## config.mk

```make
export PLATFORM = sky130hd
export DESIGN_NAME = programmable_chord_generator_core
export DESIGN_NICKNAME = d
export VERILOG_FILES = /design/src/hw/rtl/pcg_pkg.sv /design/src/hw/rtl/pcg_ctrl.sv /design/src/hw/rtl/pcg_datapath.sv /design/src/hw/rtl/programmable_chord_generator_core.sv
export SDC_FILE = /design/constraint.sdc
export NUM_CORES = 1
export LEC_CHECK = 0
export BUFFER_PORTS_ARGS = -buffer_cell sky130_fd_sc_hd__buf_4
export CORE_MARGIN = 1
export CORE_UTILIZATION = 30
export CTS_CLUSTER_DIAMETER = 150
export DETAILED_ROUTE_END_ITERATION = 6
export SYNTH_ARGS = -nofsm -noshare
export SYNTH_HDL_FRONTEND = slang
export SYNTH_HIERARCHICAL = 1
export SYNTH_SLANG_ARGS = --single-unit
```

## constraint.sdc

```tcl
create_clock -name clk -period 7.1 [get_ports clk]
set_input_delay 0 -clock clk [delete_from_list [all_inputs] [get_ports clk]]
set_output_delay 0 -clock clk [all_outputs]
set_load 0.03 [all_outputs]
```

## src/hw/rtl/pcg_pkg.sv

```systemverilog
// shared types, sizes and arithmetic constants of the programmable chord generator
// used by pcg_ctrl, pcg_datapath and programmable_chord_generator_core; no dependencies

package pcg_pkg;

    // configuration of the enable table
    localparam int NUM_INTERVALS = 25;
    localparam int NUM_PROGRAMS  = 12;

    localparam int IDX_W = (NUM_INTERVALS > 1) ? $clog2(NUM_INTERVALS) : 1;
    localparam int CNT_W = $clog2(NUM_INTERVALS + 1);
    localparam int ROW_W = (NUM_PROGRAMS > 1) ? $clog2(NUM_PROGRAMS) : 1;

    // field widths of the stream items
    localparam int PROGRAM_REQ_W   = 4;
    localparam int BUTTON_W        = 25;
    localparam int PITCH_W         = 15;
    localparam int GATE_W          = 15;
    localparam int NOTE_W          = 9;
    localparam int GATE_OUT_W      = 14;
    localparam int VOICE_INDEX_W   = 5;
    localparam int VOICE_COUNT_W   = 5;
    localparam int ROOT_KEY_W      = 4;
    localparam int PROGRAM_KEY_W   = 4;
    localparam int IN_TDATA_W      = 64;
    localparam int OUT_TDATA_W     = 48;

    // pitch rounding: floor((12 * mv + 500) / 1000) with a positive bias of 200 semitones
    localparam int NUM_W           = 19;
    localparam int BIAS_NUM        = 200500;
    localparam int RECIP_SHIFT     = 28;
    localparam int RECIP_1000      = 268436;   // ceil(2^28 / 1000), exact for numerators < 493000
    localparam int PROD_W          = 38;
    localparam int QUOT_W          = 9;
    localparam int ROOT_OFFSET     = 200;
    localparam int KEY_OFFSET      = 40;       // (root + 240) mod 12 == (quotient + 40) mod 12
    localparam int RECIP_12        = 171;      // x * 171 >> 11 == x / 12 for x < 504
    localparam int RECIP_12_SHIFT  = 11;
    localparam int KEY_PROD_W      = 17;
    localparam int GATE_MAX        = 10000;

    typedef enum logic [1:0] {
        ST_IDLE,
        ST_CALC,
        ST_ROOT,
        ST_EMIT
    } pcg_state_t;

    typedef struct packed {
        logic capture;
        logic calc;
        logic root;
        logic emit;
    } pcg_cmd_t;

    typedef struct packed {
        logic out_free;
        logic emit_last;
    } pcg_status_t;

endpackage

```

## src/hw/rtl/pcg_ctrl.sv

```systemverilog
// sequencing state machine of the chord generator: accept, decode, root, voice emission
// depends on pcg_pkg for the state, command and status types

module pcg_ctrl
(
    input  logic                 clk,
    input  logic                 rst_n,
    input  logic                 in_valid,
    output logic                 in_ready,
    input  pcg_pkg::pcg_status_t status,
    output pcg_pkg::pcg_cmd_t    cmd
);

    pcg_pkg::pcg_state_t state_reg;
    pcg_pkg::pcg_state_t state_next;

    always_ff @(posedge clk or negedge rst_n)
    begin
        if (!rst_n)
        begin
            state_reg <= pcg_pkg::ST_IDLE;
        end
        else
        begin
            state_reg <= state_next;
        end
    end

    always_comb
    begin
        state_next = state_reg;
        unique case (state_reg)
            pcg_pkg::ST_IDLE:
            begin
                if (in_valid)
                begin
                    state_next = pcg_pkg::ST_CALC;
                end
            end
            pcg_pkg::ST_CALC:
            begin
                state_next = pcg_pkg::ST_ROOT;
            end
            pcg_pkg::ST_ROOT:
            begin
                state_next = pcg_pkg::ST_EMIT;
            end
            pcg_pkg::ST_EMIT:
            begin
                if (status.out_free && status.emit_last)
                begin
                    state_next = pcg_pkg::ST_IDLE;
                end
            end
            default:
            begin
                state_next = pcg_pkg::ST_IDLE;
            end
        endcase
    end

    always_comb
    begin
        in_ready    = 1'b0;
        cmd.capture = 1'b0;
        cmd.calc    = 1'b0;
        cmd.root    = 1'b0;
        cmd.emit    = 1'b0;
        unique case (state_reg)
            pcg_pkg::ST_IDLE:
            begin
                in_ready    = 1'b1;
                cmd.capture = in_valid;
            end
            pcg_pkg::ST_CALC:
            begin
                cmd.calc = 1'b1;
            end
            pcg_pkg::ST_ROOT:
            begin
                cmd.root = 1'b1;
            end
            pcg_pkg::ST_EMIT:
            begin
                cmd.emit = status.out_free;
            end
            default:
            begin
                in_ready = 1'b0;
            end
        endcase
    end

    // each accepted transaction runs decode and then root computation, with no stall between them
    a_capture_then_calc: assert property (@(posedge clk) disable iff (!rst_n)
        cmd.capture |=> cmd.calc)
        else $error("decode step did not follow an accepted transaction");

    a_calc_then_root: assert property (@(posedge clk) disable iff (!rst_n)
        cmd.calc |=> cmd.root)
        else $error("root step did not follow decode");

    a_no_accept_while_busy: assert property (@(posedge clk) disable iff (!rst_n)
        (cmd.calc || cmd.root || cmd.emit) |-> !in_ready)
        else $error("input ready while an item is in progress");

endmodule

```

## src/hw/rtl/pcg_datapath.sv

```systemverilog
// datapath of the chord generator: input capture, enable table with button toggles,
// pitch rounding, voice scan and output register; depends on pcg_pkg

module pcg_datapath
(
    input  logic                                  clk,
    input  logic                                  rst_n,
    input  pcg_pkg::pcg_cmd_t                     cmd,
    output pcg_pkg::pcg_status_t                  status,
    input  logic [pcg_pkg::PROGRAM_REQ_W-1:0]     program_req,
    input  logic [pcg_pkg::BUTTON_W-1:0]          button_levels,
    input  logic signed [pcg_pkg::PITCH_W-1:0]    pitch_mv,
    input  logic signed [pcg_pkg::GATE_W-1:0]     gate_mv,
    input  logic                                  out_ready,
    output logic                                  out_valid,
    output logic signed [pcg_pkg::NOTE_W-1:0]     note_semitone,
    output logic [pcg_pkg::GATE_OUT_W-1:0]        gate_out_mv,
    output logic [pcg_pkg::VOICE_INDEX_W-1:0]     voice_index,
    output logic [pcg_pkg::VOICE_COUNT_W-1:0]     voice_count,
    output logic                                  has_voice,
    output logic                                  last,
    output logic [pcg_pkg::ROOT_KEY_W-1:0]        root_key,
    output logic [pcg_pkg::PROGRAM_KEY_W-1:0]     program_key
);

    // enable table and button history
    logic [pcg_pkg::NUM_INTERVALS-1:0]    table_reg [pcg_pkg::NUM_PROGRAMS];
    logic [pcg_pkg::NUM_INTERVALS-1:0]    prev_reg;

    // captured item
    logic [pcg_pkg::ROW_W-1:0]            row_reg;
    logic [pcg_pkg::NUM_INTERVALS-1:0]    levels_reg;
    logic [pcg_pkg::NUM_W-1:0]            num_reg;
    logic [pcg_pkg::GATE_OUT_W-1:0]       gate_reg;

    // decode results
    logic [pcg_pkg::PROD_W-1:0]           prod_reg;
    logic [pcg_pkg::NUM_INTERVALS-1:0]    mask_reg;
    logic [pcg_pkg::CNT_W-1:0]            count_reg;
    logic [pcg_pkg::IDX_W-1:0]            k_reg;
    logic signed [pcg_pkg::NOTE_W-1:0]    root_reg;
    logic [pcg_pkg::ROOT_KEY_W-1:0]       rkey_reg;

    // output register
    logic                                 out_valid_reg;
    logic signed [pcg_pkg::NOTE_W-1:0]    note_reg;
    logic [pcg_pkg::GATE_OUT_W-1:0]       gate_out_reg;
    logic [pcg_pkg::VOICE_INDEX_W-1:0]    index_reg;
    logic [pcg_pkg::VOICE_COUNT_W-1:0]    vcount_reg;
    logic                                 has_voice_reg;
    logic                                 last_reg;
    logic [pcg_pkg::ROOT_KEY_W-1:0]       root_key_reg;
    logic [pcg_pkg::PROGRAM_KEY_W-1:0]    program_key_reg;

    // capture logic
    logic [pcg_pkg::PROGRAM_REQ_W:0]      prog_ext;
    logic [pcg_pkg::PROGRAM_REQ_W:0]      prog_sat;
    logic [pcg_pkg::ROW_W-1:0]            row_sel;
    logic signed [pcg_pkg::NUM_W:0]       pitch_ext;
    logic signed [pcg_pkg::NUM_W:0]       num_full;
    logic [pcg_pkg::GATE_OUT_W-1:0]       gate_sat;

    // decode logic
    logic [pcg_pkg::NUM_INTERVALS-1:0]    new_row;
    logic [pcg_pkg::CNT_W-1:0]            pop;

    // root logic
    logic [pcg_pkg::QUOT_W-1:0]           quot;
    logic signed [pcg_pkg::QUOT_W:0]      root_full;
    logic [pcg_pkg::QUOT_W-1:0]           key_x;
    logic [pcg_pkg::KEY_PROD_W-1:0]       key_prod;
    logic [pcg_pkg::QUOT_W-1:0]           key_div;
    logic [pcg_pkg::QUOT_W-1:0]           key_rem;

    // emit logic
    logic [pcg_pkg::IDX_W-1:0]            first_idx;
    logic signed [pcg_pkg::NOTE_W-1:0]    note_calc;
    logic                                 emit_last;

    always_comb
    begin
        prog_ext = {1'b0, program_req};
        if (prog_ext < (pcg_pkg::PROGRAM_REQ_W + 1)'(1))
        begin
            prog_sat = (pcg_pkg::PROGRAM_REQ_W + 1)'(1);
        end
        else if (prog_ext > (pcg_pkg::PROGRAM_REQ_W + 1)'(pcg_pkg::NUM_PROGRAMS))
        begin
            prog_sat = (pcg_pkg::PROGRAM_REQ_W + 1)'(pcg_pkg::NUM_PROGRAMS);
        end
        else
        begin
            prog_sat = prog_ext;
        end
        // the top program wraps to row 0
        if (prog_sat == (pcg_pkg::PROGRAM_REQ_W + 1)'(pcg_pkg::NUM_PROGRAMS))
        begin
            row_sel = '0;
        end
        else
        begin
            row_sel = pcg_pkg::ROW_W'(prog_sat);
        end
    end

    always_comb
    begin
        pitch_ext = (pcg_pkg::NUM_W + 1)'(pitch_mv);
        num_full  = pitch_ext * (pcg_pkg::NUM_W + 1)'(12)
                  + (pcg_pkg::NUM_W + 1)'(pcg_pkg::BIAS_NUM);
    end

    always_comb
    begin
        if (gate_mv < 0)
        begin
            gate_sat = '0;
        end
        else if (gate_mv > pcg_pkg::GATE_W'(pcg_pkg::GATE_MAX))
        begin
            gate_sat = pcg_pkg::GATE_OUT_W'(pcg_pkg::GATE_MAX);
        end
        else
        begin
            gate_sat = gate_mv[pcg_pkg::GATE_OUT_W-1:0];
        end
    end

    // toggle on rising button edges, then count enabled intervals
    always_comb
    begin
        new_row = table_reg[row_reg] ^ (levels_reg & ~prev_reg);
        pop     = '0;
        for (int j = 0; j < pcg_pkg::NUM_INTERVALS; j++)
        begin
            pop = pop + pcg_pkg::CNT_W'(new_row[j]);
        end
    end

    always_comb
    begin
        quot      = prod_reg[pcg_pkg::RECIP_SHIFT +: pcg_pkg::QUOT_W];
        root_full = $signed({1'b0, quot}) - (pcg_pkg::QUOT_W + 1)'(pcg_pkg::ROOT_OFFSET);
        key_x     = quot + pcg_pkg::QUOT_W'(pcg_pkg::KEY_OFFSET);
        key_prod  = pcg_pkg::KEY_PROD_W'(key_x) * pcg_pkg::KEY_PROD_W'(pcg_pkg::RECIP_12);
        key_div   = pcg_pkg::QUOT_W'(key_prod >> pcg_pkg::RECIP_12_SHIFT);
        key_rem   = key_x - (key_div << 3) - (key_div << 2);
    end

    // lowest remaining enabled interval
    always_comb
    begin
        first_idx = '0;
        for (int j = pcg_pkg::NUM_INTERVALS - 1; j >= 0; j--)
        begin
            if (mask_reg[j])
            begin
                first_idx = pcg_pkg::IDX_W'(j);
            end
        end
        note_calc = root_reg + $signed(pcg_pkg::NOTE_W'(first_idx));
        emit_last = (count_reg == '0)
                 || (pcg_pkg::CNT_W'(k_reg) + pcg_pkg::CNT_W'(1) == count_reg);
    end

    assign status.out_free  = !out_valid_reg || out_ready;
    assign status.emit_last = emit_last;

    always_ff @(posedge clk or negedge rst_n)
    begin
        if (!rst_n)
        begin
            for (int r = 0; r < pcg_pkg::NUM_PROGRAMS; r++)
            begin
                table_reg[r] <= '0;
            end
            prev_reg      <= '0;
            out_valid_reg <= 1'b0;
        end
        else
        begin
            if (cmd.calc)
            begin
                table_reg[row_reg] <= new_row;
                prev_reg           <= levels_reg;
            end
            if (cmd.emit)
            begin
                out_valid_reg <= 1'b1;
            end
            else if (out_ready)
            begin
                out_valid_reg <= 1'b0;
            end
        end
    end

    always_ff @(posedge clk)
    begin
        if (cmd.capture)
        begin
            row_reg    <= row_sel;
            levels_reg <= pcg_pkg::NUM_INTERVALS'(button_levels);
            num_reg    <= num_full[pcg_pkg::NUM_W-1:0];
            gate_reg   <= gate_sat;
        end
        if (cmd.calc)
        begin
            prod_reg  <= pcg_pkg::PROD_W'(num_reg) * pcg_pkg::PROD_W'(pcg_pkg::RECIP_1000);
            mask_reg  <= new_row;
            count_reg <= pop;
            k_reg     <= '0;
        end
        if (cmd.root)
        begin
            root_reg <= root_full[pcg_pkg::NOTE_W-1:0];
            rkey_reg <= key_rem[pcg_pkg::ROOT_KEY_W-1:0];
        end
        if (cmd.emit)
        begin
            root_key_reg    <= rkey_reg;
            program_key_reg <= pcg_pkg::PROGRAM_KEY_W'(row_reg);
            last_reg        <= emit_last;
            if (count_reg == '0)
            begin
                // empty chord
                note_reg      <= '0;
                gate_out_reg  <= '0;
                index_reg     <= '0;
                vcount_reg    <= '0;
                has_voice_reg <= 1'b0;
            end
            else
            begin
                note_reg            <= note_calc;
                gate_out_reg        <= gate_reg;
                index_reg           <= pcg_pkg::VOICE_INDEX_W'(k_reg);
                vcount_reg          <= pcg_pkg::VOICE_COUNT_W'(count_reg);
                has_voice_reg       <= 1'b1;
                mask_reg[first_idx] <= 1'b0;
                k_reg               <= k_reg + pcg_pkg::IDX_W'(1);
            end
        end
    end

    assign out_valid     = out_valid_reg;
    assign note_semitone = note_reg;
    assign gate_out_mv   = gate_out_reg;
    assign voice_index   = index_reg;
    assign voice_count   = vcount_reg;
    assign has_voice     = has_voice_reg;
    assign last          = last_reg;
    assign root_key      = root_key_reg;
    assign program_key   = program_key_reg;

    a_emit_needs_space: assert property (@(posedge clk) disable iff (!rst_n)
        cmd.emit |-> status.out_free)
        else $error("voice loaded while output register still held");

    a_index_below_count: assert property (@(posedge clk) disable iff (!rst_n)
        (out_valid_reg && has_voice_reg) |-> (index_reg < vcount_reg))
        else $error("voice index not below voice count");

    a_empty_is_last: assert property (@(posedge clk) disable iff (!rst_n)
        (out_valid_reg && !has_voice_reg) |-> (last_reg && vcount_reg == '0))
        else $error("empty chord result malformed");

    a_voice_has_bit: assert property (@(posedge clk) disable iff (!rst_n)
        (cmd.emit && count_reg != '0) |-> (mask_reg != '0))
        else $error("voice emitted with no enabled interval left");

endmodule

```

## src/hw/rtl/programmable_chord_generator_core.sv

```systemverilog
// an accepted transaction passes the capture, decode and root steps, and its first voice is
// then registered once the output register is free; the voice scan loads one voice per cycle
// into the output register while it is free, one per enabled voice or one for an empty chord
// a voice waiting in the output register does not block acceptance of the next transaction
// reset (rst_n low, asynchronous): enable table and button history cleared, output empty, idle
// depends on pcg_pkg, pcg_ctrl and pcg_datapath

module programmable_chord_generator_core
(
    input  logic        clk,
    input  logic        rst_n,
    // input stream
    input  logic        s_axis_tvalid,
    output logic        s_axis_tready,
    input  logic [63:0] s_axis_tdata,   // program_req, button_levels, pitch_mv, gate_mv, zero pad
    // output stream
    output logic        m_axis_tvalid,
    input  logic        m_axis_tready,
    output logic [47:0] m_axis_tdata,   // note_semitone, gate_out_mv, voice_index, voice_count,
                                        // root_key, program_key, zero pad
    output logic        m_axis_tuser,   // has_voice
    output logic        m_axis_tlast    // last voice of the transaction
);

    pcg_pkg::pcg_cmd_t    cmd;
    pcg_pkg::pcg_status_t status;

    // unpacked input fields, lowest bits first
    logic [pcg_pkg::PROGRAM_REQ_W-1:0]  program_req;
    logic [pcg_pkg::BUTTON_W-1:0]       button_levels;
    logic signed [pcg_pkg::PITCH_W-1:0] pitch_mv;
    logic signed [pcg_pkg::GATE_W-1:0]  gate_mv;

    // result fields
    logic signed [pcg_pkg::NOTE_W-1:0]  note_semitone;
    logic [pcg_pkg::GATE_OUT_W-1:0]     gate_out_mv;
    logic [pcg_pkg::VOICE_INDEX_W-1:0]  voice_index;
    logic [pcg_pkg::VOICE_COUNT_W-1:0]  voice_count;
    logic [pcg_pkg::ROOT_KEY_W-1:0]     root_key;
    logic [pcg_pkg::PROGRAM_KEY_W-1:0]  program_key;

    assign program_req   = s_axis_tdata[3:0];
    assign button_levels = s_axis_tdata[28:4];
    assign pitch_mv      = s_axis_tdata[43:29];
    assign gate_mv       = s_axis_tdata[58:44];

    // sequencer: idle/accept, decode and toggle, root rounding, voice emission
    pcg_ctrl u_ctrl
    (
        .clk      (clk),
        .rst_n    (rst_n),
        .in_valid (s_axis_tvalid),
        .in_ready (s_axis_tready),
        .status   (status),
        .cmd      (cmd)
    );

    // enable table, arithmetic and the output register
    pcg_datapath u_datapath
    (
        .clk           (clk),
        .rst_n         (rst_n),
        .cmd           (cmd),
        .status        (status),
        .program_req   (program_req),
        .button_levels (button_levels),
        .pitch_mv      (pitch_mv),
        .gate_mv       (gate_mv),
        .out_ready     (m_axis_tready),
        .out_valid     (m_axis_tvalid),
        .note_semitone (note_semitone),
        .gate_out_mv   (gate_out_mv),
        .voice_index   (voice_index),
        .voice_count   (voice_count),
        .has_voice     (m_axis_tuser),
        .last          (m_axis_tlast),
        .root_key      (root_key),
        .program_key   (program_key)
    );

    // pack result fields, lowest field first, zero pad to whole bytes
    assign m_axis_tdata = {7'd0, program_key, root_key, voice_count, voice_index,
                           gate_out_mv, note_semitone};

endmodule
```

==> metrics <==
Hold Worst Slack=0.0416 ns; post_cts resized=0; Max stage delay on crit path=0.55 ns; CP arrival=6.54 ns; status=finished, final reports clean; CTS H-tree lvls=2; Peak Freq=162 MHz; total global routing overflow=0; Clock Skews=0.0468 ns; slew at the pin closest to its max-slew limit=1.29 ns; most frequent CP cell=fa_1; die span in y=304 um; Post-synth EDFFs=130; leading cell type in the layout, fill and taps excluded=dfrtp_1; routed wire length=63100 um; synth unique cells=80; final hold violation count=0; Synth area leaders=dfrtp_1 30%, edfxtp_1 14%, mux2_2 13%; CP Capture Type=register; Synth warnings=6; gr usage total=0.138; R2R cell count=16; fraction of registers with async set/reset=0.672; initial DRC count=778; final setup TNS=0 ns; final period utilization=0.872; starting density of the core=0.304; total CTS buffers=49; fraction of final layout cells sized beyond drive strength 1=0.292; register area share after synthesis=0.463; Port Buffers=107; Die W=304 um; pin count of the biggest net entering global routing=135; vias per inst=4.78; CTS sink cnt=488; cell count after synthesis=2079; slew margin rel.=0.141; initial antenna violation count=0; HP Class=input port to register; Slowest cell on crit path=mux4_2; GP Congestion=0.836; CORE AREA=90300 um2; most frequent cells in the layout=328 x dfrtp_1, 310 x mux2_2, 213 x ha_1; wire per inst=18.2 um; max FFs per register=300; first-pass iteration count of the detailed router=5; Clock Tree Buf Depth=3; Avg Inst Size Synth=13.2 um2; Worst path depth=16; WHS Path Cells=4; CTS clk-pin slew, worst paths=0.06 ns; post-CTS setup buffer count=0; drc violations=0; Setup crit start kind=register; via count of the first global-routing pass=17900; DRT antenna net count=0; Buf/Inv on CP=4; vias post-DR=16500; CTS tree=done; area grow syn2layout=16.4%; DP Wirelength=43200 um; root buffer cell=clkbuf_16; Main synth FF type=dfrtp_1; Ant. Diodes=0; crit-path leading delay family=adder cells; first-pass GRT wire length=101000 um; Yosys reg bits=488; Fill cells=8705; fin. max-slew vios=0; row cnt=110; Crit Path Max Fanout=65; fraction of synthesized cell area taken by the top area cell type=0.299; clk_lat worst skew=0.61 ns; # nets final=2600; io pins=120; max_cap viols=0; min Tclk post-route=6.19 ns; # setup viols final=0; unrepaired setup endpoints after global routing=no; Syn Std Cell Area=27400 um2; die area=92700 um2; critical path class=register to register; Critical Path RT=7.45 ns; CP cell instances=buf_12 > buf_4 > mux4_2 > mux2i_1 > o21ai_1 > xnor2_2 > inv_2 > fa_1 > inv_1 > fa_1 > fa_1 > fa_1 > fa_1 > fa_1 > a21o_1 > a21o_1; biggest area consumer among synthesized cells=dfrtp_1
cell usage after synthesis, types with 51 or more instances:
cell and n:
mux2_2 310, dfrtp_1 328, xnor2_1 60, a21oi_1 58
fa_1 76, mux4_2 75, nand2_1 72, mux2i_1 51
edfxtp_1 130, inv_1 163, nor2_1 55, ha_1 214
o21ai_0 54
metrics by stage:
stage,cell area [um2],worst slack [ns],util,std cells
after global placement,29600,0.936,0.328,3304
after floorplan,27500,1.24,-,2085
after detailed placement,29600,0.839,0.328,3304
after global routing,31900,0.598,0.354,3458
after CTS,31900,0.847,0.354,3458
final,31900,0.912,0.354,3458
path summary, 6_finish.rpt:
path                                        start                       end  slack, ns
min in group asynchronous                   rst_n   u_datapath/prev_reg[13]       0.07
min reg2reg                u_datapath/rkey_reg[1]    u_datapath/root_key[1]       0.42
max reg2reg                 u_datapath/row_reg[0]   u_datapath/count_reg[4]       0.91
max                         u_datapath/row_reg[0]   u_datapath/count_reg[4]       0.91
max in group asynchronous                   rst_n  u_datapath/table_reg[57]       5.42
min                              s_axis_tdata[31]     u_datapath/num_reg[4]       0.04
logic make-up (layout without fill, tap and decap cells):
family,after synthesis,after routing,synth area share
buf+inv,274,471,0.0416
simple gates,288,288,0.0542
other cells,1,7,0.000137
compound gates,213,213,0.0506
mux,438,438,0.209
flops,488,488,0.463
xor+xnor,87,87,0.0286
fa+ha+maj,290,290,0.153
metal layers:
| metal | track usage | up-vias | part of all wire | wire length, um |
|---|---|---|---|---|
| li1 | - | 7691 | - | - |
| met1 | 0.177 | 8496 | 0.44 | 27900 |
| met2 | 0.243 | 251 | 0.51 | 31900 |
| met3 | 0.0167 | 86 | 0.028 | 1790 |
| met4 | 0.0395 | 0 | 0.023 | 1450 |
| met5 | 0 | - | 0 | 0 |
final cells by class:
class                      instances  area (um2)  share of cell area
sequential                       488       12700               0.398
clock buffer                      61        1340              0.0418
clock inverter                    30         332              0.0104
tap                             1176        1470              0.0461
timing repair buffer             215        1820              0.0569
multi-input combinational       1323       13600               0.427
inverter                         165         619              0.0194
tightest hold or removal path, stage by stage:
cell     delay [ns]
buf_4          0.09
ha_1           0.12
ha_1           0.19
xnor2_1        0.12
what timing repair did:
item / in CTS / in global routing
endpoints found under the setup margin: 0 / 0
endpoints found under the hold margin: 182 / 0
hold buffers: 63 / 0
Power is not shown: default switching activity piles up to over one toggle a cycle in this logic, so the estimate is an artifact.
